`config.mk`:
```
export PLATFORM = sky130hd
export DESIGN_NAME = rsnh_ram
export DESIGN_NICKNAME = d
export VERILOG_FILES = /design/src/rtl/core/assert_macros.svh /design/src/rtl/core/rsnh_ram.sv
export SDC_FILE = /design/constraint.sdc
export NUM_CORES = 1
export LEC_CHECK = 0
export BUFFER_PORTS_ARGS = -buffer_cell sky130_fd_sc_hd__clkbuf_2
export CAP_MARGIN = 10
export CORE_MARGIN = 2
export CORE_UTILIZATION = 25
export DETAILED_ROUTE_END_ITERATION = 8
export PLACE_DENSITY_LB_ADDON = 0.3
export SLEW_MARGIN = 20
export SYNTH_ARGS = -nofsm -noshare
export SYNTH_HDL_FRONTEND = slang
export SYNTH_SLANG_ARGS = --single-unit
```
`constraint.sdc`:
```
create_clock -name clk -period 1.9 [get_ports clk]
set_input_delay 0.285 -clock clk [delete_from_list [all_inputs] [get_ports clk]]
set_output_delay 0.285 -clock clk [all_outputs]
set_load 0.03 [all_outputs]
```
`src/rtl/core/assert_macros.svh`:
```
// Assertion macros for the RTL files of the ray / sphere hit block.
`ifndef ASSERT_MACROS_SVH
`define ASSERT_MACROS_SVH

`ifndef SYNTH
// Clocked property, switched off while reset is asserted.
`define RSNH_ASSERT(name, ck, rn, prop) \
  name: assert property (@(posedge ck) disable iff (!rn) prop) \
    else $error("rsnh assertion failed");
// Clocked property, checked during reset as well.
`define RSNH_ASSERT_ALWAYS(name, ck, prop) \
  name: assert property (@(posedge ck) prop) else $error("rsnh assertion failed");
`else
`define RSNH_ASSERT(name, ck, rn, prop)
`define RSNH_ASSERT_ALWAYS(name, ck, prop)
`endif

`endif

```
`src/rtl/core/rsnh_ram.sv`:
```
// Generic single-port-write, registered-read RAM.
module rsnh_ram #(
  parameter int WIDTH = 8,
  parameter int DEPTH = 16
) (
  input  logic                                       clk,
  input  logic                                       we,
  input  logic [((DEPTH > 1) ? $clog2(DEPTH) : 1)-1:0] waddr,
  input  logic [WIDTH-1:0]                           wdata,
  input  logic [((DEPTH > 1) ? $clog2(DEPTH) : 1)-1:0] raddr,
  output logic [WIDTH-1:0]                           rdata
);

  logic [WIDTH-1:0] mem [DEPTH];

  always_ff @(posedge clk) begin
    if (we) begin
      mem[waddr] <= wdata;
    end
    rdata <= mem[raddr];
  end

endmodule

```
==> results of run 1 <==
## routing by layer
layer / GRT usage, % / share of wire [%]
met1: 14.11 / 49
met2: 15.65 / 47
met3: 3.272 / 2.9
met4: 3.462 / 1.4
met5: 0 / 0
## critical path, cell delays in order (launching register included)
cell and delay, ns:
edfxtp_1 0.36, mux4_2 0.48, a22oi_1 0.27, nand2_1 0.10
## stage by stage
step / std cells / total power (uW) / hold WS (ns) / util, % / instance area [um2]
3_3_place_gp: 535 / 3792 / 0.6606 / 28.20 / 5707
4_1_cts: 567 / 7700 / 0.3034 / 31.68 / 6411
6_report: 567 / 7625 / 0.2954 / 31.68 / 6411
5_1_grt: 567 / 7868 / 0.3227 / 31.68 / 6411
3_5_place_dp: 535 / 3800 / 0.6613 / 28.20 / 5707
2_1_floorplan: 229 / 3641 / 0.3839 / - / 5147
## sequential cells by signal, indices dropped and copies added (netlist names)
signal	flops
rdata	8
mem	128
## placed cells by master, fill, tap and decap left out, drive strengths merged
| cell | synthesis | final |
|---|---|---|
| a22oi | 16 | 16 |
| and2 | 1 | 1 |
| and2b | 1 | 1 |
| buf | 7 | 21 |
| bufinv | 0 | 8 |
| clkbuf | 0 | 43 |
| clkinv | 0 | 4 |
| clkinvlp | 0 | 1 |
| dfxtp | 8 | 8 |
| edfxtp | 128 | 128 |
| inv | 0 | 1 |
| mux4 | 32 | 32 |
| nand2 | 9 | 9 |
| nand2b | 2 | 2 |
| nand3 | 1 | 1 |
| nand3b | 2 | 2 |
| nor2 | 13 | 13 |
| nor2b | 1 | 1 |
| nor3 | 4 | 4 |
| or3b | 1 | 1 |
## logic make-up after synthesis
group	count (synthesis)	synth area share [%]
buffers and inverters	10	1.677
AOI/OAI and AO/OA	16	2.334
DFF	136	77.78
and+or+nand+nor	35	3.184
muxes	32	15.02
## power by group through the flow
stage	sequential [uW]	combinational [uW]	clock (uW)
3_5_place_dp	3440	358	0
5_1_grt	3380	382	4100
4_1_cts	3380	359	3960
6_report	3380	350	3900
3_3_place_gp	3440	352	0
2_1_floorplan	3470	170	0
## path summary, 6_finish.rpt
kind / from / endpoint / slack, ns / cells past startpoint
setup / recovery: mem[10][0] / rdata[0] / 0.55 / 3
hold reg to reg: mem[11][3] / rdata[3] / 0.67 / 3
hold / removal: wdata[6] / mem[13][6] / 0.30 / 1
setup reg to reg: mem[10][0] / rdata[0] / 0.55 / 3
## synth_stat cells, types with 2 or more instances
library cell | n | area share (%)
a22oi_1 | 16 | 2.3
buf_2 | 3 | 0.29
buf_6 | 3 | 0.66
clkdlybuf4s25_2 | 3 | 0.58
dfxtp_1 | 8 | 3.1
edfxtp_1 | 128 | 75
mux4_1 | 14 | 7.1
mux4_2 | 18 | 7.9
nand2_1 | 9 | 0.66
nand2b_1 | 2 | 0.24
nand3b_1 | 2 | 0.29
nor2_1 | 13 | 0.95
nor3_1 | 4 | 0.39
## layout make-up
type	count	area (um2)
clock buffer	18	429.2
fill	1926	13820
tap	270	337.8
clock inverter	14	275.3
timing repair buffer	46	307.8
sequential	136	4004
multi-input combinational	83	1057
==> reports/qor.yml, run 1 <==
status: "complete, no violations"
area_delta_synth_final_pct: 24.55
start_util_pct: 25.44
max_cap_viol_count: 0
drt-wirelength-per-cell_um: 18.44
cts_resized: 0
grt_first_pass_wirelength_um: 16070
synthCells: 229
worst_slew_pin_slew_ns: 0.4035
cp-start-kind: "flop"
drc_errors: 0
post-place-ws_ns: 0.1672
finalClockSkew_ns: 0.01229
drive_above_1_share_pct: 31.99
fin_crit_sh_pct: 71.16
synth_edf_count: 128
cts_root_buffer: "clkbuf_16"
slew_headroom_pct: 73.10
grt_max_degree: 33
yosysSeqAreaShare_pct: 77.78
dieArea_mm2: 0.02175
synthFlopType: "edfxtp_1"
diodes: 0
clkPwrFrac_pct: 51.1
hold_class: "input pin to flop"
critPathArrivalTime_ns: 1.63
die_w_um: 147.5
syn_nets: 247
hpwl_um: 6738
min_period_ns: 1.352
firstDrtPassIters: 5
cts_setup_buffers: 0
syn_avg_cell_area_um2: 22.48
rows: 52
vias_per_cell: 4.287
drv_slew: 0
grt-ovfl-total: 0
p_sw_uw: 1416
p_sw_share_pct: 18.57
cts_tree: "yes"
p_leak_uw: 0.002160
p_int_uw: 6209
tns_ns: 0
ctsHoldBuffers: 0
fmax_mhz: 739.6
clkSinkCount: 136
critPathMaxFanout: 1
antenna_left: 0
ys_ff_latch: 136
rsz0062_at_grt: "false"
grtUsageTotal_pct: 10.32
syn_area_mm2: 0.005147
drt_iter0_drc: 215
via_count: 2431
gp_congestion: 0.7094
core_area_mm2: 0.02023
cts_made_buffers: 17
routed_wl_um: 10460
clk_latency_ns: 0.41
finalHoldViolCount: 0
antenna_found_initial: 0
critPathCaptureType: "flop"
seqPwrFrac_pct: 44.3
nets: 302
crit_type: "flop to flop"
power_density_mw_per_mm2: 1189
combPwrFrac_pct: 4.6
finalWorstSetupSlack_ns: 0.5479
io_buffer_count: 25
cts.htree.levels: 4
clkTransAtPathRegs_ns: 0.06
clockBufferDepth: 2
grt_pass1_vias: 2633
synth-async-reset-ratio_pct: 0
cp.required_ns: 2.18
ir_drop_mv: 0.6364
finalSetupViolCount: 0
fp.dieH_um: 147.5
synth.distinct_cells: 19
yosys_warnings: 0
io_pins: 26
(Power assumes the default switching activity.)
==> run 2: changes to the inputs <==
clock period = 1.4 ns   (was 1.9 ns; I/O delays follow)
==> reports/qor.yml, run 2 (synthesis results as in run 1) <==
diodes: 0
drc_errors: 0
clockBufferDepth: 2
area_delta_synth_final_pct: 24.33
finalClockSkew_ns: 0.005028
firstDrtPassIters: 4
critPathMaxFanout: 1
hpwl_um: 7437
io_buffer_count: 25
vias_per_cell: 4.274
cts_setup_buffers: 0
wl_met1_um: 5014
critPathCaptureType: "flop"
cp.required_ns: 1.69
hold_path_end: "mem[4][2]"
routed_wl_um: 10860
dieArea_mm2: 0.02175
p_leak_uw: 0.002150
finalHoldViolCount: 0
fin_util_pct: 31.63
clkTransAtPathRegs_ns: 0.06
status: "complete, no violations"
final_cell_mix: "edfxtp_1, buf_4, clkbuf_2"
cp-start-kind: "flop"
ir_drop_mv: 0.8474
min_period_ns: 1.359
grt_first_pass_wirelength_um: 16440
reg2reg_depth: 3
final_common_cell: "edfxtp_1"
cts_root_buffer: "clkbuf_16"
cts.htree.levels: 4
clkSinkCount: 136
reg2reg_slack_ns: 0.04
finalSetupViolCount: 0
antenna_found_initial: 1
drt-wirelength-per-cell_um: 18.72
crit_type: "flop to flop"
nets: 316
rsz0062_at_grt: "false"
whs_ns: 0.2262
largest_reg_flops: 128
fmax_mhz: 736.0
power_density_mw_per_mm2: 1437
drt_iter0_drc: 205
drive_above_1_share_pct: 35.16
critPathArrivalTime_ns: 1.65
grt_pass1_vias: 2635
clk_latency_ns: 0.41
grtUsageTotal_pct: 10.67
largestRegisters: "mem (128), rdata (8)"
cts_made_buffers: 17
fin_crit_sh_pct: 97.05
route.met3.wl_um: 475
gp_congestion: 0.7115
hold_class: "input pin to flop"
regMostFlops: "mem"
highest_layer: "met5"
worst_slew_pin_slew_ns: 0.9179
r2r_end: "rdata[1]"
regToRegStartpoint: "mem[1][1]"
rows: 52
grt_max_degree: 22
hold_depth: 1
core_area_mm2: 0.02023
wl_met2_um: 5213
fp.dieH_um: 147.5
slew_headroom_pct: 38.58
die_w_um: 147.5
start_util_pct: 25.44
hp-start: "wdata[2]"
grt-ovfl-total: 0
io_pins: 26
fill_cells: 1927
max_cap_viol_count: 0
via_count: 2479
drv_slew: 0
antenna_left: 0
cts_tree: "yes"
## run 2: changes by cell type in the layout (fill, tap and decap cells not counted), moves of 3 or more
cell       change
a22oi_1        -4
buf_4         +13
clkbuf_1       +7
nor3_2         +3
clkbuf_8       +3
bufinv_16      -7
nor3_1         -3
a22oi_2        +4
clkinv_2       -3
## run 2: metrics by stage
step	power [uW]	instances	area, um2	worst slack, ns	TNS, ns
floorplan	4942	229	5162	-0.07615	-2.303
global placement	5187	549	5839	-0.3371	-4.491
detailed placement	5196	549	5839	-0.3358	-4.229
CTS	9273	580	6382	0.005960	0
global route	9505	580	6400	0.003865	0
finish	9195	580	6400	0.04126	0
## run 2: layout make-up
type                       instances  area (um2)  share of cell area (%)
clock inverter                     3       41.29                  0.6452
clock buffer                      28       496.7                   7.761
sequential                       136        4004                   62.56
timing repair buffer              60       425.4                   6.647
tap                              270       337.8                   5.279
multi-input combinational         83        1095                   17.11
## run 2: worst max-delay path, cell delays in order (launching register included)
cell      delay (ns)
edfxtp_1        0.38
mux4_1          0.53
a22oi_2         0.24
nand2_1         0.09
## run 2: worst max path at each step
stage	slack [ns]	cells past startpoint	end	startpoint
detailed placement	-0.34	6	rdata[6]	raddr[0]
CTS	0.006	3	rdata[2]	mem[1][2]
global route	0.004	3	rdata[1]	mem[1][1]
floorplan	-0.08	2	mem[3][0]	waddr[2]
global placement	-0.34	6	rdata[6]	raddr[0]
finish	0.04	3	rdata[1]	mem[1][1]
## run 2: timing repair
| action | CTS | global route |
|---|---|---|
| endpoints found under the setup margin | 1 | 4 |
| gates resized for setup | 1 | 4 |
| hold buffers | 0 | 0 |
| pin swaps | 0 | 1 |
## run 2: report_power, final
group / internal (uW) / switching [uW]
clock: 2570 / 1520
sequential: 4560 / 31.7
combinational: 213 / 308
total: 7340 / 1860
## run 2: per-layer routing
layer  track usage, %  vias to the layer above
li1                 -                     1112
met1            13.99                     1294
met2            16.61                       56
met3            3.704                       15
met4            3.606                        2
met5                0                        -
