### src/rtl/core/assert_macros.svh
// Assertion macros for the RTL files of the ray / sphere hit block.
`ifndef ASSERT_MACROS_SVH
`define ASSERT_MACROS_SVH

`ifndef SYNTH
// Clocked property, switched off while reset is asserted.
`define RSNH_ASSERT(name, ck, rn, prop) \
  name: assert property (@(posedge ck) disable iff (!rn) prop) \
    else $error("rsnh assertion failed");
// Clocked property, checked during reset as well.
`define RSNH_ASSERT_ALWAYS(name, ck, prop) \
  name: assert property (@(posedge ck) prop) else $error("rsnh assertion failed");
`else
`define RSNH_ASSERT(name, ck, rn, prop)
`define RSNH_ASSERT_ALWAYS(name, ck, prop)
`endif

`endif

### src/rtl/core/rsnh_pkg.sv
// Shared types, widths, codes and helpers of the ray / sphere hit block.
package rsnh_pkg;

  localparam int MAX_SPHERES_DEF = 64;
  localparam int COORD_BITS      = 32;

  localparam int CRD_W  = 32;   // coordinate, Q16.16
  localparam int RAD_W  = 31;   // radius, Q15.16 unsigned
  localparam int H_W    = 52;   // half-b and c terms, signed Q36.16
  localparam int Q_W    = 100;  // quarter discriminant, Q68.32
  localparam int S_W    = Q_W / 2;
  localparam int X_W    = 49;   // hit point before range check, signed
  localparam int DIST_W = 54;   // squared distance, Q22.32
  localparam int DIVD_W = 49;   // normal dividend |num| << 16

  localparam logic [1:0] OP_ADD  = 2'd0;
  localparam logic [1:0] OP_NEAR = 2'd1;
  localparam logic [1:0] OP_OCC  = 2'd2;

  localparam logic [1:0] ST_OK       = 2'd0;
  localparam logic [1:0] ST_FULL     = 2'd1;
  localparam logic [1:0] ST_ZERO_RAD = 2'd2;

  localparam logic [DIST_W-1:0] DIST_BOUND = DIST_W'(64'd1000000 << 32);
  localparam logic [X_W-1:0]    AXIS_LIMIT = X_W'(64'd1000 << 16);

  localparam logic [63:0] CB_POS    = (64'd1 << (COORD_BITS - 1)) - 64'd1;
  localparam logic [63:0] NORM_POS  = (CB_POS < 64'h7FFF_FFFF) ? CB_POS : 64'h7FFF_FFFF;
  localparam logic [63:0] NORM_NEG  = NORM_POS + 64'd1;

  typedef struct packed {
    logic [1:0]              opcode;
    logic signed [CRD_W-1:0] vec_a_x;
    logic signed [CRD_W-1:0] vec_a_y;
    logic signed [CRD_W-1:0] vec_a_z;
    logic signed [CRD_W-1:0] dir_x;
    logic signed [CRD_W-1:0] dir_y;
    logic signed [CRD_W-1:0] dir_z;
    logic [RAD_W-1:0]        sphere_radius;
  } in_t;

  typedef struct packed {
    logic [1:0]              status;
    logic                    hit;
    logic signed [CRD_W-1:0] hit_x;
    logic signed [CRD_W-1:0] hit_y;
    logic signed [CRD_W-1:0] hit_z;
    logic signed [CRD_W-1:0] normal_x;
    logic signed [CRD_W-1:0] normal_y;
    logic signed [CRD_W-1:0] normal_z;
    logic [5:0]              sphere_id;
  } out_t;

  typedef struct packed {
    logic signed [CRD_W-1:0] cx;
    logic signed [CRD_W-1:0] cy;
    logic signed [CRD_W-1:0] cz;
    logic [RAD_W-1:0]        radius;
  } sphere_t;

  // Signed normal component from sign and quotient magnitude, clamped to
  // the coordinate range and then to 32 bits.
  function automatic logic [31:0] sat_norm(input logic neg, input logic [DIVD_W-1:0] m);
    logic [63:0] mm;
    logic [63:0] v;
    mm = 64'(m);
    if (neg) begin
      v = (mm > NORM_NEG) ? NORM_NEG : mm;
      v = -v;
    end else begin
      v = (mm > NORM_POS) ? NORM_POS : mm;
    end
    return v[31:0];
  endfunction

endpackage

### src/rtl/core/rsnh_sqrt.sv
// Bit-serial integer square root, one root bit per cycle.
module rsnh_sqrt (
  input  logic                     clk,
  input  logic                     rst_n,
  input  logic                     start,
  input  logic [rsnh_pkg::Q_W-1:0] radicand,
  output logic                     done,
  output logic [rsnh_pkg::S_W-1:0] root
);

  localparam int QW    = rsnh_pkg::Q_W;
  localparam int SW    = rsnh_pkg::S_W;
  localparam int REM_W = SW + 1;
  localparam int CW    = $clog2(SW + 1);

  logic [QW-1:0]    rad_r;
  logic [REM_W-1:0] rem_r;
  logic [SW-1:0]    root_r;
  logic [CW-1:0]    cnt_r;
  logic             busy_r;
  logic             done_r;
  logic [REM_W+1:0] rem2;
  logic [REM_W+1:0] trial;
  logic             fits;

  always_comb begin
    rem2  = {rem_r, rad_r[QW-1 -: 2]};
    trial = (REM_W + 2)'({root_r, 2'b01});
    fits  = rem2 >= trial;
  end

  always_ff @(posedge clk) begin
    if (!rst_n) begin
      busy_r <= 1'b0;
      done_r <= 1'b0;
    end else begin
      done_r <= 1'b0;
      if (start) begin
        rad_r  <= radicand;
        rem_r  <= '0;
        root_r <= '0;
        cnt_r  <= CW'(SW);
        busy_r <= 1'b1;
      end else if (busy_r) begin
        rad_r  <= rad_r << 2;
        rem_r  <= fits ? REM_W'(rem2 - trial) : REM_W'(rem2);
        root_r <= {root_r[SW-2:0], fits};
        cnt_r  <= cnt_r - CW'(1);
        if (cnt_r == CW'(1)) begin
          busy_r <= 1'b0;
          done_r <= 1'b1;
        end
      end
    end
  end

  assign done = done_r;
  assign root = root_r;

endmodule

### config.mk
export PLATFORM = sky130hd
export DESIGN_NAME = rsnh_sqrt
export DESIGN_NICKNAME = d
export VERILOG_FILES = /design/src/rtl/core/assert_macros.svh /design/src/rtl/core/rsnh_pkg.sv /design/src/rtl/core/rsnh_sqrt.sv
export SDC_FILE = /design/constraint.sdc
export NUM_CORES = 1
export LEC_CHECK = 0
export BUFFER_PORTS_ARGS = -buffer_cell sky130_fd_sc_hd__buf_2
export CAP_MARGIN = 20
export CORE_UTILIZATION = 33
export CTS_CLUSTER_SIZE = 12
export DETAILED_ROUTE_END_ITERATION = 12
export GPL_ROUTABILITY_DRIVEN = 1
export REMOVE_ABC_BUFFERS = 1
export SYNTH_ARGS = -nofsm -noshare
export SYNTH_HDL_FRONTEND = slang
export SYNTH_SLANG_ARGS = --single-unit
### constraint.sdc
create_clock -name clk -period 10 [get_ports clk]
set_input_delay 0.5 -clock clk [delete_from_list [all_inputs] [get_ports clk]]
set_output_delay 0.5 -clock clk [all_outputs]
set_load 0.02 [all_outputs]
==> summary by stage <==
Status
The run finished with clean final reports.

Clocking
Post-CTS repair changed the size of 0 cells. The CTS tree is done. Clock tree synthesis selected as its root buffer the cell clkbuf_16. In this run the number of H-tree levels came out at 1. For the worst-skew pair, the clock arrives at the later sink with an insertion delay of 0.55 ns. The buffers inserted during post-CTS setup optimization is 0. The number of buffers on the longest clock path is 3. For this design, the CTS-stage hold fixing added 0 buffers. The number of sinks handled by clock tree synthesis is 209. The post-CTS clock slew at the launch and capture registers of the worst setup and hold paths is 0.06 ns. The number of buffers created by CTS is 25.

Drt
Summed over all layers, the routed wires come to 25.7 mm. After detailed routing, the average wire length per cell comes to 16.0 µm. Summed over all nets, wire length on met2 after detailed routing comes to 11.3 mm. The number of iterations in the first detailed-routing pass is 5. The detailed-routed wire length on met3 is 2.29 mm. The detail-routed via count per cell is 4.90. The met1 wire length is 11.6 mm.

The antenna violation net count after detailed routing is 0. The final route contains 7847 vias. The highest metal layer carrying signal wires in the routed design is met4. The violation count after the first detailed-routing iteration is 558. For this run, design rule violations remaining after detail routing come to 0.

Finish
The number of nets in the layout is 1283. Of the cells placed in the final design, the portion with a size suffix greater than 1 is 0.263. The top cell types in the final layout, fill and taps aside, are 207 x edfxtp_1, 152 x buf_2, 135 x nor2_1. The number of fill cells is 3446. The finished layout cell area is 13600 µm². Relative to the synthesized area, the layout overhead comes to 17.2%. The area taken by flip-flops and latches is 6260 µm². The leading cell type in the layout, fill and taps excluded is edfxtp_1. The multi-input combinational cells in the finished layout cover a total of 4900 µm². The number of antenna diodes in the final layout is 0.

STA
The summed negative setup slack over all endpoints is 0 ns. The final count of hold timing violations came to 0. The number of failing setup endpoints in the final timing report is 0.

In the finished design, the share of the clock period the worst path needs comes to 0.420. For the final database, setup skew stands at 0.0116 ns. In this run the tightest slew margin relative to its limit is 0.292.

The top achievable clock speed is 238 MHz. Setup repair after global routing left no endpoint under its margin. The slew of the pin with the lowest slew margin is 1.06 ns. The worst path needs 4.20 ns of the cycle, external delays included. The final max-slew violation count is 0. The final worst hold slack is 0.227 ns.

Synth
The most common flop cell mapped by yosys is edfxtp_1. The post-synthesis register bit count is 209. The share of async-settable or async-resettable flops after synthesis is 0. The netlist uses 59 different library cells. The proportion of synthesized chip area in sequential cells is 0.541.

After synthesis the cells add up to 11600 µm². The synthesized instance count is 980. In this run the mean area of a mapped cell was 11.8 µm². In this run, synthesis inferred 207 flip-flops with an integrated enable. Yosys printed 0 warnings.

Hold path
The number of cells traversed by the worst hold path is 2. The type of the most critical hold path is primary input to flip-flop.

Floorplanning
The number of placement rows is 68. The initial utilization of the core area, before any placement, comes to 0.335. The die is 189 µm wide. The core region is 34500 µm². The area enclosed by the die boundary is 35800 µm².

154 I/O pins were placed. The die is 189 µm tall.

Global route
The first global-routing pass estimated 41.5 mm of wire. The via count of the first global-routing pass is 7941. The global-route usage over all layers is 0.144. The largest net degree at the start of global routing is 90. The initial antenna violation count is 0. The total overflow reported by the global router is 0.

Placement
The total of buffers placed on input and output ports is 153. Once placement finished, the instance area stood at 12800 µm². The congestion estimate from routability-driven global placement came to 0.826.

Summed over all nets, the half-perimeter wirelength after detailed placement is 17.9 mm.

Job
The number of violations of the max-capacitance limit is 0.

Worst setup path
Data on the critical path is required at its endpoint by 10.32 ns. In this run the worst path has a maximum fanout of 43. The endpoint kind of the worst setup timing path is a flip-flop. The worst endpoint data arrival time is 4.52 ns. The setup path with the least slack is of type flip-flop to flip-flop.

The cell count of the worst reg-to-reg path is 12. The worst setup path is launched from a flip-flop.

Power and ir drop
Summed over all cells, the static leakage comes to 0.00557 µW. After layout, the design draws a total of 2520 µW. Dividing total power by cell area gives a power density of 186 nW/µm². IR analysis of the VDD net gives a maximum drop of 0.000145 V.
[area by class of cell]
cell class | instances | area share
multi-input cells | 671 | 0.362
clock inverters | 13 | 0.00960
inverters | 60 | 0.0166
repair buffers | 159 | 0.0603
clock buffers | 33 | 0.0484
well taps | 455 | 0.0420
flip-flops and latches | 209 | 0.462
[worst max-delay path: stages, from the launching register on]
cell      delay [ns]
edfxtp_1        0.39
ha_1            0.35
o21a_1          0.18
o22ai_2         0.14
and3_1          0.22
o31a_2          0.38
and2_4          0.18
o311ai_4        0.32
a21o_1          0.17
nand2b_2        0.49
buf_4           0.65
nor2_1          0.08
a211oi_1        0.38
[power breakdown]
part / switching (µW) / internal, µW / total, µW
clock network: 374 / 515 / 889
logic: 313 / 231 / 544
registers: 27.9 / 1050 / 1080
[registers in the layout (all words and copies together) (netlist names)]
signal,flops
busy_r,1
cnt_r,6
root,50
done,1
rad_r,100
rem_r,51
[cell families (layout without fill, tap and decap cells)]
| logic type | after synthesis | in the layout | synth area share |
|---|---|---|---|
| AOI/OAI and AO/OA | 186 | 186 | 0.107 |
| muxes | 133 | 133 | 0.126 |
| and+or+nand+nor | 250 | 250 | 0.0954 |
| DFF | 209 | 209 | 0.541 |
| xor gates and xnor gates | 48 | 48 | 0.0363 |
| buffers and inverters | 100 | 265 | 0.0361 |
| adders and majority gates | 54 | 54 | 0.0584 |
[per-stage QoR]
stage               worst slack, ns  cells  utilization
detailed placement             5.82   1554        0.370
CTS                            5.82   1600        0.392
finish                         5.80   1600        0.392
global placement               5.93   1554        0.370
global route                   5.60   1600        0.392
floorplan                      4.30    940            -
[synthesized netlist by cell type (all sizes together) (4+ instances only)]
master  instances  area share
mux2i          35       0.030
nand4           8      0.0043
a21boi          4      0.0026
a21o           31       0.020
nand2          45       0.015
nand3          11      0.0048
o31a            4      0.0031
o21ai          27       0.012
buf             8      0.0063
a21oi          55       0.024
mux2           98       0.095
nor2b           6      0.0032
o22ai           5      0.0032
xnor2          29       0.022
edfxtp        207        0.54
clkbuf         32       0.010
ha             54       0.058
nor3            9      0.0039
and3           12      0.0065
a31oi           4      0.0022
nor2          135       0.044
a211oi         15      0.0097
o21a           10      0.0065
xor2           19       0.014
and2           11      0.0062
o21bai          7      0.0045
inv            60       0.019
[metal layers]
metal,vias up,GRT usage
li1,3891,-
met1,3729,0.191
met2,190,0.223
met3,37,0.0521
met4,0,0.0341
met5,-,0
[final timing paths]
path,end,from,slack (ns)
min reg2reg,done$_SDFF_PP0_,busy_r$_SDFF_PN0_,0.49
max,rem_r[5]$_SDFFCE_PP0P_,rem_r[0]$_SDFFCE_PP0P_,5.80
min,done$_SDFF_PP0_,rst_n,0.23
max reg2reg,rem_r[5]$_SDFFCE_PP0P_,rem_r[0]$_SDFFCE_PP0P_,5.80
No activity file was read; power rests on OpenSTA's default activity.
