$ cat config.mk
export PLATFORM = sky130hd
export DESIGN_NAME = rsnh_div
export DESIGN_NICKNAME = d
export VERILOG_FILES = /design/src/rtl/core/assert_macros.svh /design/src/rtl/core/rsnh_pkg.sv /design/src/rtl/core/rsnh_div.sv
export SDC_FILE = /design/constraint.sdc
export NUM_CORES = 1
export LEC_CHECK = 0
export ABC_AREA = 1
export ABC_CLOCK_PERIOD_IN_PS = 4000
export BUFFER_PORTS_ARGS = -buffer_cell sky130_fd_sc_hd__buf_4
export CORE_ASPECT_RATIO = 0.5
export CORE_MARGIN = 2
export CORE_UTILIZATION = 41
export CTS_CLUSTER_SIZE = 12
export DETAILED_ROUTE_END_ITERATION = 6
export GPL_TIMING_DRIVEN = 0
export PLACE_DENSITY = 0.62
export RECOVER_POWER = 100
export SYNTH_ARGS = -nofsm -noshare
export SYNTH_HDL_FRONTEND = slang
export SYNTH_SLANG_ARGS = --single-unit
$ cat constraint.sdc
create_clock -name clk -period 4 [get_ports clk]
set_input_delay 0.2 -clock clk [delete_from_list [all_inputs] [get_ports clk]]
set_output_delay 0.2 -clock clk [all_outputs]
set_load 0.02 [all_outputs]
$ cat src/rtl/core/assert_macros.svh
// Assertion macros for the RTL files of the ray / sphere hit block.
`ifndef ASSERT_MACROS_SVH
`define ASSERT_MACROS_SVH

`ifndef SYNTH
// Clocked property, switched off while reset is asserted.
`define RSNH_ASSERT(name, ck, rn, prop) \
  name: assert property (@(posedge ck) disable iff (!rn) prop) \
    else $error("rsnh assertion failed");
// Clocked property, checked during reset as well.
`define RSNH_ASSERT_ALWAYS(name, ck, prop) \
  name: assert property (@(posedge ck) prop) else $error("rsnh assertion failed");
`else
`define RSNH_ASSERT(name, ck, rn, prop)
`define RSNH_ASSERT_ALWAYS(name, ck, prop)
`endif

`endif

$ cat src/rtl/core/rsnh_pkg.sv
// Shared types, widths, codes and helpers of the ray / sphere hit block.
package rsnh_pkg;

  localparam int MAX_SPHERES_DEF = 64;
  localparam int COORD_BITS      = 32;

  localparam int CRD_W  = 32;   // coordinate, Q16.16
  localparam int RAD_W  = 31;   // radius, Q15.16 unsigned
  localparam int H_W    = 52;   // half-b and c terms, signed Q36.16
  localparam int Q_W    = 100;  // quarter discriminant, Q68.32
  localparam int S_W    = Q_W / 2;
  localparam int X_W    = 49;   // hit point before range check, signed
  localparam int DIST_W = 54;   // squared distance, Q22.32
  localparam int DIVD_W = 49;   // normal dividend |num| << 16

  localparam logic [1:0] OP_ADD  = 2'd0;
  localparam logic [1:0] OP_NEAR = 2'd1;
  localparam logic [1:0] OP_OCC  = 2'd2;

  localparam logic [1:0] ST_OK       = 2'd0;
  localparam logic [1:0] ST_FULL     = 2'd1;
  localparam logic [1:0] ST_ZERO_RAD = 2'd2;

  localparam logic [DIST_W-1:0] DIST_BOUND = DIST_W'(64'd1000000 << 32);
  localparam logic [X_W-1:0]    AXIS_LIMIT = X_W'(64'd1000 << 16);

  localparam logic [63:0] CB_POS    = (64'd1 << (COORD_BITS - 1)) - 64'd1;
  localparam logic [63:0] NORM_POS  = (CB_POS < 64'h7FFF_FFFF) ? CB_POS : 64'h7FFF_FFFF;
  localparam logic [63:0] NORM_NEG  = NORM_POS + 64'd1;

  typedef struct packed {
    logic [1:0]              opcode;
    logic signed [CRD_W-1:0] vec_a_x;
    logic signed [CRD_W-1:0] vec_a_y;
    logic signed [CRD_W-1:0] vec_a_z;
    logic signed [CRD_W-1:0] dir_x;
    logic signed [CRD_W-1:0] dir_y;
    logic signed [CRD_W-1:0] dir_z;
    logic [RAD_W-1:0]        sphere_radius;
  } in_t;

  typedef struct packed {
    logic [1:0]              status;
    logic                    hit;
    logic signed [CRD_W-1:0] hit_x;
    logic signed [CRD_W-1:0] hit_y;
    logic signed [CRD_W-1:0] hit_z;
    logic signed [CRD_W-1:0] normal_x;
    logic signed [CRD_W-1:0] normal_y;
    logic signed [CRD_W-1:0] normal_z;
    logic [5:0]              sphere_id;
  } out_t;

  typedef struct packed {
    logic signed [CRD_W-1:0] cx;
    logic signed [CRD_W-1:0] cy;
    logic signed [CRD_W-1:0] cz;
    logic [RAD_W-1:0]        radius;
  } sphere_t;

  // Signed normal component from sign and quotient magnitude, clamped to
  // the coordinate range and then to 32 bits.
  function automatic logic [31:0] sat_norm(input logic neg, input logic [DIVD_W-1:0] m);
    logic [63:0] mm;
    logic [63:0] v;
    mm = 64'(m);
    if (neg) begin
      v = (mm > NORM_NEG) ? NORM_NEG : mm;
      v = -v;
    end else begin
      v = (mm > NORM_POS) ? NORM_POS : mm;
    end
    return v[31:0];
  endfunction

endpackage

$ cat src/rtl/core/rsnh_div.sv
// Restoring unsigned divider, one quotient bit per cycle.
module rsnh_div (
  input  logic                        clk,
  input  logic                        rst_n,
  input  logic                        start,
  input  logic [rsnh_pkg::DIVD_W-1:0] dividend,
  input  logic [rsnh_pkg::RAD_W-1:0]  divisor,
  output logic                        done,
  output logic [rsnh_pkg::DIVD_W-1:0] quotient
);

  localparam int DW = rsnh_pkg::DIVD_W;
  localparam int RW = rsnh_pkg::RAD_W;
  localparam int CW = $clog2(DW + 1);

  logic [DW-1:0] quo_r;
  logic [RW-1:0] rem_r;
  logic [RW-1:0] dvs_r;
  logic [CW-1:0] cnt_r;
  logic          busy_r;
  logic          done_r;
  logic [RW:0]   tmp;
  logic          fits;

  always_comb begin
    tmp  = {rem_r, quo_r[DW-1]};
    fits = tmp >= (RW + 1)'(dvs_r);
  end

  always_ff @(posedge clk) begin
    if (!rst_n) begin
      busy_r <= 1'b0;
      done_r <= 1'b0;
    end else begin
      done_r <= 1'b0;
      if (start) begin
        quo_r  <= dividend;
        rem_r  <= '0;
        dvs_r  <= divisor;
        cnt_r  <= CW'(DW);
        busy_r <= 1'b1;
      end else if (busy_r) begin
        rem_r <= fits ? RW'(tmp - (RW + 1)'(dvs_r)) : RW'(tmp);
        quo_r <= {quo_r[DW-2:0], fits};
        cnt_r <= cnt_r - CW'(1);
        if (cnt_r == CW'(1)) begin
          busy_r <= 1'b0;
          done_r <= 1'b1;
        end
      end
    end
  end

  assign done     = done_r;
  assign quotient = quo_r;

endmodule

==> results of run 1 <==
==> metrics by stage <==
stage          cell area [sq um]  cells  setup WS (ns)
2_1_floorplan               7520    969           1.14
3_3_place_gp                8800   1334         -0.187
3_5_place_dp                8830   1335           1.29
4_1_cts                     9730   1398           1.27
5_1_grt                     9460   1398          0.559
6_report                    9460   1398          0.747
==> cell families after synthesis <==
| family | count (synthesis) |
|---|---|
| AOI/OAI and AO/OA | 46 |
| xor gates and xnor gates | 14 |
| adders and majority gates | 34 |
| buffers and inverters | 178 |
| DFF | 119 |
| and+or+nand+nor | 578 |
==> worst max-delay path by stage <==
stage,startpoint,endpoint,slack [ns],cells past startpoint
2_1_floorplan,start,cnt_r[0],1.14,3
3_3_place_gp,start,quotient[12],-0.19,3
3_5_place_dp,quotient[48],rem_r[29],1.29,16
4_1_cts,quotient[48],rem_r[29],1.27,16
5_1_grt,quotient[48],rem_r[5],0.56,17
6_report,quotient[48],rem_r[5],0.75,17
==> report_power, final <==
group,total [mW],internal (mW),switching [mW]
sequential,1.60,1.54,0.0619
combinational,1.25,0.444,0.803
clock,1.55,0.926,0.625
total,4.40,2.91,1.49
==> state kept, by name, summed over array words and instances (netlist names) <==
name / count
quotient: 49
busy_r: 1
rem_r: 31
cnt_r: 6
dvs_r: 31
done: 1
==> cell usage in the layout, fill, tap and decap left out, types with 4 or more instances in the layout <==
cell / synthesis / final
nand2_1: 395 / 396
inv_1: 152 / 152
edfxtp_1: 117 / 117
nor2_1: 87 / 104
clkbuf_1: 14 / 69
buf_4: 0 / 50
nand3_1: 34 / 34
ha_1: 33 / 33
dlygate4sd3_1: 0 / 31
clkbuf_4: 0 / 31
a21oi_1: 21 / 21
clkbuf_16: 0 / 17
nand3b_1: 14 / 14
xor2_1: 12 / 12
o21ai_1: 11 / 11
o21ai_0: 9 / 9
nor2_2: 20 / 6
clkinv_4: 0 / 5
inv_6: 1 / 4
==> worst reg2reg max path: cells and delay by family (launching register included) <==
family                   cells  cell delay [ns]
buffers and inverters        5             1.06
flip-flops                   1             0.39
AND/OR/NAND/NOR             10             0.92
adder cells (fa/ha/maj)      2             0.66
==> cell type report <==
type                    instances  area [sq um]  share of cell area
repair buffers                163          1130               0.120
plain buffers                  22           116              0.0123
flip-flops and latches        119          3550               0.376
inverters                     156           591              0.0624
clock buffers                  19           433              0.0458
multi-input cells             672          3190               0.337
well taps                     234           293              0.0310
clock inverters                13           150              0.0159
==> layer usage <==
metal  up-vias  wire (microns)
met5         -               0
met4         0             235
met3        20            1300
met2       179            8190
met1      2975           10200
li1       3387               -
==> what timing repair did <==
action,in CTS,in global routing
endpoints found under the setup margin,0,0
hold buffers,31,0
hold endpoints to repair,31,0
==> impl_metrics.py, run 1 <==
metrics = {
    "global_route": {
        "first_global_vias": 6462,
        "track_usage": 0.216,
        "grt_util_met3": 0.0558,
        "grt_antenna_before_repair": 0,
        "grt_max_degree": 47,
        "grt_use_met1": 0.312,
        "grt_overflow": 0,
        "met2_usage": 0.323,
        "busiest_layer": "met2",
        "grt_pass1_wl_mm": 32.8,
    },
    "run": {
        "maxCapViolCount": 1,
    },
    "worst_setup_path": {
        "arrival_ns": 3.43,
        "regToRegStartpoint": "quotient[48]",
        "cpMostUsedCell": "nand2_1",
        "slowest_stage": "clkbuf_1",
        "slowest_delay_ns": 0.62,
        "cp-end-kind": "flop",
        "crit_family": "buffers and inverters",
        "crit_path_start_kind": "flop",
        "r2r_end": "rem_r[5]",
        "worst-r2r-cell-count": 17,
        "crit_chain": "inv_1 -> ha_1 -> fa_1 -> inv_1 -> nand2_1 -> nand2_1 -> nand3_2 -> nand2_1 -> nand2_2 -> nand3_2 -> nand2_4 -> nand2_4 -> clkbuf_1 -> inv_6 -> buf_12 -> nor2_1 -> nor2_1",
        "cp.required_ns": 4.18,
        "reg2reg_setup_slack_ns": 0.75,
        "crit_fanout": 10,
        "cp.buffers_inverters": 5,
        "worstSetupPathType": "reg -> reg",
    },
    "clock_tree": {
        "cts_inserted_buffers": 17,
        "clk_latency_ns": 0.42,
        "cts_sinks": 119,
        "htreeDepth": 4,
        "clkTransAtPathRegs_ns": 0.07,
        "ctsRootBufferMaster": "clkbuf_16",
        "cts_setup_buffers": 0,
        "cts_resized": 0,
        "clockBufferDepth": 2,
        "cts_tree": "yes",
    },
    "die": {
        "die_y_microns": 99.8,
        "ios": 133,
        "rows": 34,
        "core_sq_mm": 0.0177,
        "die_w_microns": 196,
        "initial_core_util": 0.426,
        "fp.dieArea_sq_mm": 0.0195,
    },
    "outcome": {
        "violations": "capacitance limit, slew limit",
        "status": "complete, but fails checks",
    },
    "finish": {
        "postLayoutCoreUtil": 0.536,
        "nFillCells": 1712,
        "nets": 1268,
        "area_growth_pct": 25.8,
        "post_route_cells_drive_above_1_share": 0.124,
        "diodes": 0,
    },
    "synthesis": {
        "ys_seq_area_frac": 0.472,
        "synth-seq-cells": 119,
        "async_flop_share": 0,
        "synth_most_common_cell": "nand2_1",
        "synthFlopType": "edfxtp_1",
        "synthCells": 969,
        "synth.distinct_cells": 39,
        "syn-mean-instance-area_sq_um": 7.76,
        "synth_common_cells": "nand2_1 (395), inv_1 (152), edfxtp_1 (117)",
        "syn_area_sq_mm": 0.00752,
        "synthTopCellsByArea": "edfxtp_1 (47%), nand2_1 (20%), inv_1 (7.6%)",
        "netlist.area_leader.share": 0.467,
        "synth_top_family_by_area": "simple AND/OR/NAND/NOR gates",
        "synth_xor_xnor_area_share": 0.0163,
        "synth_compound_area_frac": 0.0326,
        "synth-edff-count": 117,
        "syn_nets": 1086,
        "synth_fa_ha_area_frac": 0.0576,
        "synthMuxAreaShare": 0,
        "yosysTopAreaCell": "edfxtp_1",
        "ys_warn_count": 0,
        "synthSimpleGateAreaFrac": 0.325,
    },
    "timing": {
        "setup_viol": 0,
        "skew_ns": 0.0142,
        "fmax_mhz": 307,
        "slew_headroom": -0.344,
        "min_period_ns": 3.25,
        "hold-worst-slack_ns": 0.0403,
        "tns_ns": 0,
        "slew_violations": 42,
        "worst_slew_pin_slew_ns": 2.01,
        "hold_viol": 0,
        "fin_crit_sh": 0.813,
        "rsz0062_at_grt": "no",
    },
    "detailed_routing": {
        "first_iter_violations": 427,
        "drtAntennaViolNets": 0,
        "drt-total-wl_mm": 19.9,
        "viasPerCell": 4.69,
        "vias": 6561,
        "drc": 0,
        "dr.pass1.iters": 5,
        "wl_per_cell_microns": 14.2,
    },
    "min_path": {
        "hp-start": "dividend[13]",
        "hold_class": "in -> reg",
        "hold_end": "quotient[13]",
        "whs_path_depth": 3,
    },
    "power": {
        "ir_drop_mv": 0.315,
        "power.density_mw_per_mm2": 465,
        "total_power_mw": 4.40,
        "power_leakage_nw": 4.71,
    },
    "placement": {
        "dp_hpwl_mm": 14.6,
        "port_buffers": 131,
        "place_congestion": 0.885,
    },
}
Note: power is estimated with default switching activity, not from simulation.
==> run 2: changes to the inputs <==
- ABC_CLOCK_PERIOD_IN_PS: 4000 -> 2900
- PLACE_DENSITY: 0.62 -> 0.64
- clock period: 4 -> 2.9 ns (I/O delays scaled with it)
==> run 2 against run 1 <==
  * Count of clock-buffer cells in the layout did not move
  * Fmax increased by 19%
  * Setup slack got worse by 0.57 ns
  * Die area stayed put
  * Sequential share of layout area is 1.7 points lower
  * First-iteration DRC count is 6.8% higher
  * The flow finishes with violations (hold timing, capacitance limit, slew limit)
  * Global-route usage grew 0.71 points
  * Critical endpoint is now rem_r[15]
==> impl_metrics.py, run 2 (same netlist as run 1, synthesis figures left out) <==
metrics = {
    "min_path": {
        "hp-start": "rst_n",
        "hold_class": "in -> reg",
        "hold_end": "done",
        "whs_path_depth": 3,
    },
    "finish": {
        "post_route_cells_drive_above_1_share": 0.124,
        "mostFrequentLayoutCells": "nand2_1 (395), inv_1 (152), edfxtp_1 (117), nor2_1 (103), dlygate4sd3_1 (73)",
        "finalNonFillerCells": 1440,
        "layout_commonest_cell": "nand2_1",
        "regArea_sq_mm": 0.00355,
        "area_growth_pct": 31.6,
        "multi_input_comb_area_sq_mm": 0.00320,
        "postLayoutCoreUtil": 0.561,
        "diodes": 0,
        "nets": 1310,
        "largest_reg_flops": 49,
        "nFillCells": 1687,
    },
    "detailed_routing": {
        "viasPerCell": 4.75,
        "vias": 6842,
        "drtAntennaViolNets": 0,
        "drt-total-wl_mm": 20.6,
        "wl_per_cell_microns": 14.3,
        "dr.pass1.iters": 5,
        "first_iter_violations": 456,
        "drc": 0,
    },
    "power": {
        "power_leakage_nw": 4.89,
        "total_power_mw": 6.15,
        "ir_drop_mv": 0.428,
        "power.density_mw_per_mm2": 621,
    },
    "placement": {
        "place_congestion": 0.909,
        "dp_hpwl_mm": 14.8,
        "port_buffers": 131,
        "dp.cells": 1335,
    },
    "worst_setup_path": {
        "worstSetupPathType": "reg -> reg",
        "reg2reg_setup_slack_ns": 0.17,
        "crit_fanout": 10,
        "cp-end-kind": "flop",
        "worst-r2r-cell-count": 17,
        "regToRegStartpoint": "quotient[48]",
        "crit_path_start_kind": "flop",
        "r2r_end": "rem_r[15]",
        "cp.required_ns": 3.07,
        "arrival_ns": 2.90,
    },
    "clock_tree": {
        "cts_sinks": 119,
        "clkTransAtPathRegs_ns": 0.06,
        "postCtsHoldBufs": 73,
        "cts_tree": "yes",
        "cts_setup_buffers": 0,
        "clockBufferDepth": 2,
        "ctsRootBufferMaster": "clkbuf_16",
        "cts_inserted_buffers": 17,
        "cts_resized": 0,
        "clk_latency_ns": 0.43,
        "htreeDepth": 4,
    },
    "outcome": {
        "status": "complete, but fails checks",
        "violations": "hold timing, capacitance limit, slew limit",
    },
    "timing": {
        "slew_headroom": -0.198,
        "skew_ns": 0.0166,
        "rsz0062_at_grt": "no",
        "fmax_mhz": 367,
        "slew_violations": 42,
        "min_period_ns": 2.73,
        "hold_viol": 1,
        "hold-worst-slack_ns": -0.00324,
        "worst_slew_pin_slew_ns": 1.79,
        "fin_crit_sh": 0.941,
        "tns_ns": 0,
        "setup_viol": 0,
    },
    "die": {
        "ios": 133,
        "core_sq_mm": 0.0177,
        "die_w_microns": 196,
        "initial_core_util": 0.426,
        "fp.dieArea_sq_mm": 0.0195,
        "rows": 34,
        "die_y_microns": 99.8,
    },
    "global_route": {
        "first_global_vias": 6785,
        "grt_max_degree": 47,
        "grt_overflow": 0,
        "grt_pass1_wl_mm": 33.7,
        "grt_antenna_before_repair": 0,
        "track_usage": 0.223,
    },
    "run": {
        "maxCapViolCount": 1,
    },
}
[run 2: report_power, final]
group          total, mW  switching (mW)  internal (mW)
clock network       2.16           0.860           1.30
logic               1.78            1.13          0.653
registers           2.21          0.0870           2.12
total               6.15            2.07           4.07
[run 2: final cells by class]
cell class	count	share of cell area
Multi-Input combinational cell	672	0.323
Clock inverter	13	0.0150
Buffer	22	0.0118
Sequential cell	119	0.359
Clock buffer	19	0.0448
Tap cell	234	0.0296
Timing Repair Buffer	205	0.157
Inverter	156	0.0597
[run 2: how the worst max path moves through the flow]
stage                       from  depth (start not counted)  slack [ns]           end
floorplan                  start                          3         0.1      cnt_r[0]
global placement           start                          3       -1.18  quotient[10]
detailed placement  quotient[48]                         16        0.21     rem_r[29]
CTS                 quotient[48]                         16        0.20     rem_r[29]
global route        quotient[48]                         17        0.02     rem_r[15]
finish              quotient[48]                         17        0.17     rem_r[15]
[run 2: per-stage QoR]
stage	setup slack, ns	cell area, sq um	hold WS [ns]
after floorplan	0.0974	7520	0.244
after global placement	-1.18	8800	0.323
after detailed placement	0.207	8830	0.324
after CTS	0.203	10200	0.0000535
after global routing	0.0175	9900	0.000197
final	0.172	9900	-0.00324
[run 2: critical path: stages (launching register included)]
cell and delay (ns):
edfxtp_1 0.39, inv_1 0.06, ha_1 0.23, fa_1 0.42
inv_1 0.13, nand2_1 0.06, nand2_1 0.11, nand3_2 0.08
nand2_2 0.14, nand2_2 0.08, nand3_2 0.09, nand2_4 0.08
nand2_4 0.07, buf_8 0.16, inv_6 0.04, buf_4 0.17
nor2_1 0.11, nor2_1 0.06
[run 2: routing by layer]
metal,up-vias,global-route usage,wire (microns)
li1,3476,-,-
met1,3132,0.308,9980
met2,200,0.352,8800
met3,34,0.0501,1410
met4,0,0.0734,387
met5,-,0,0
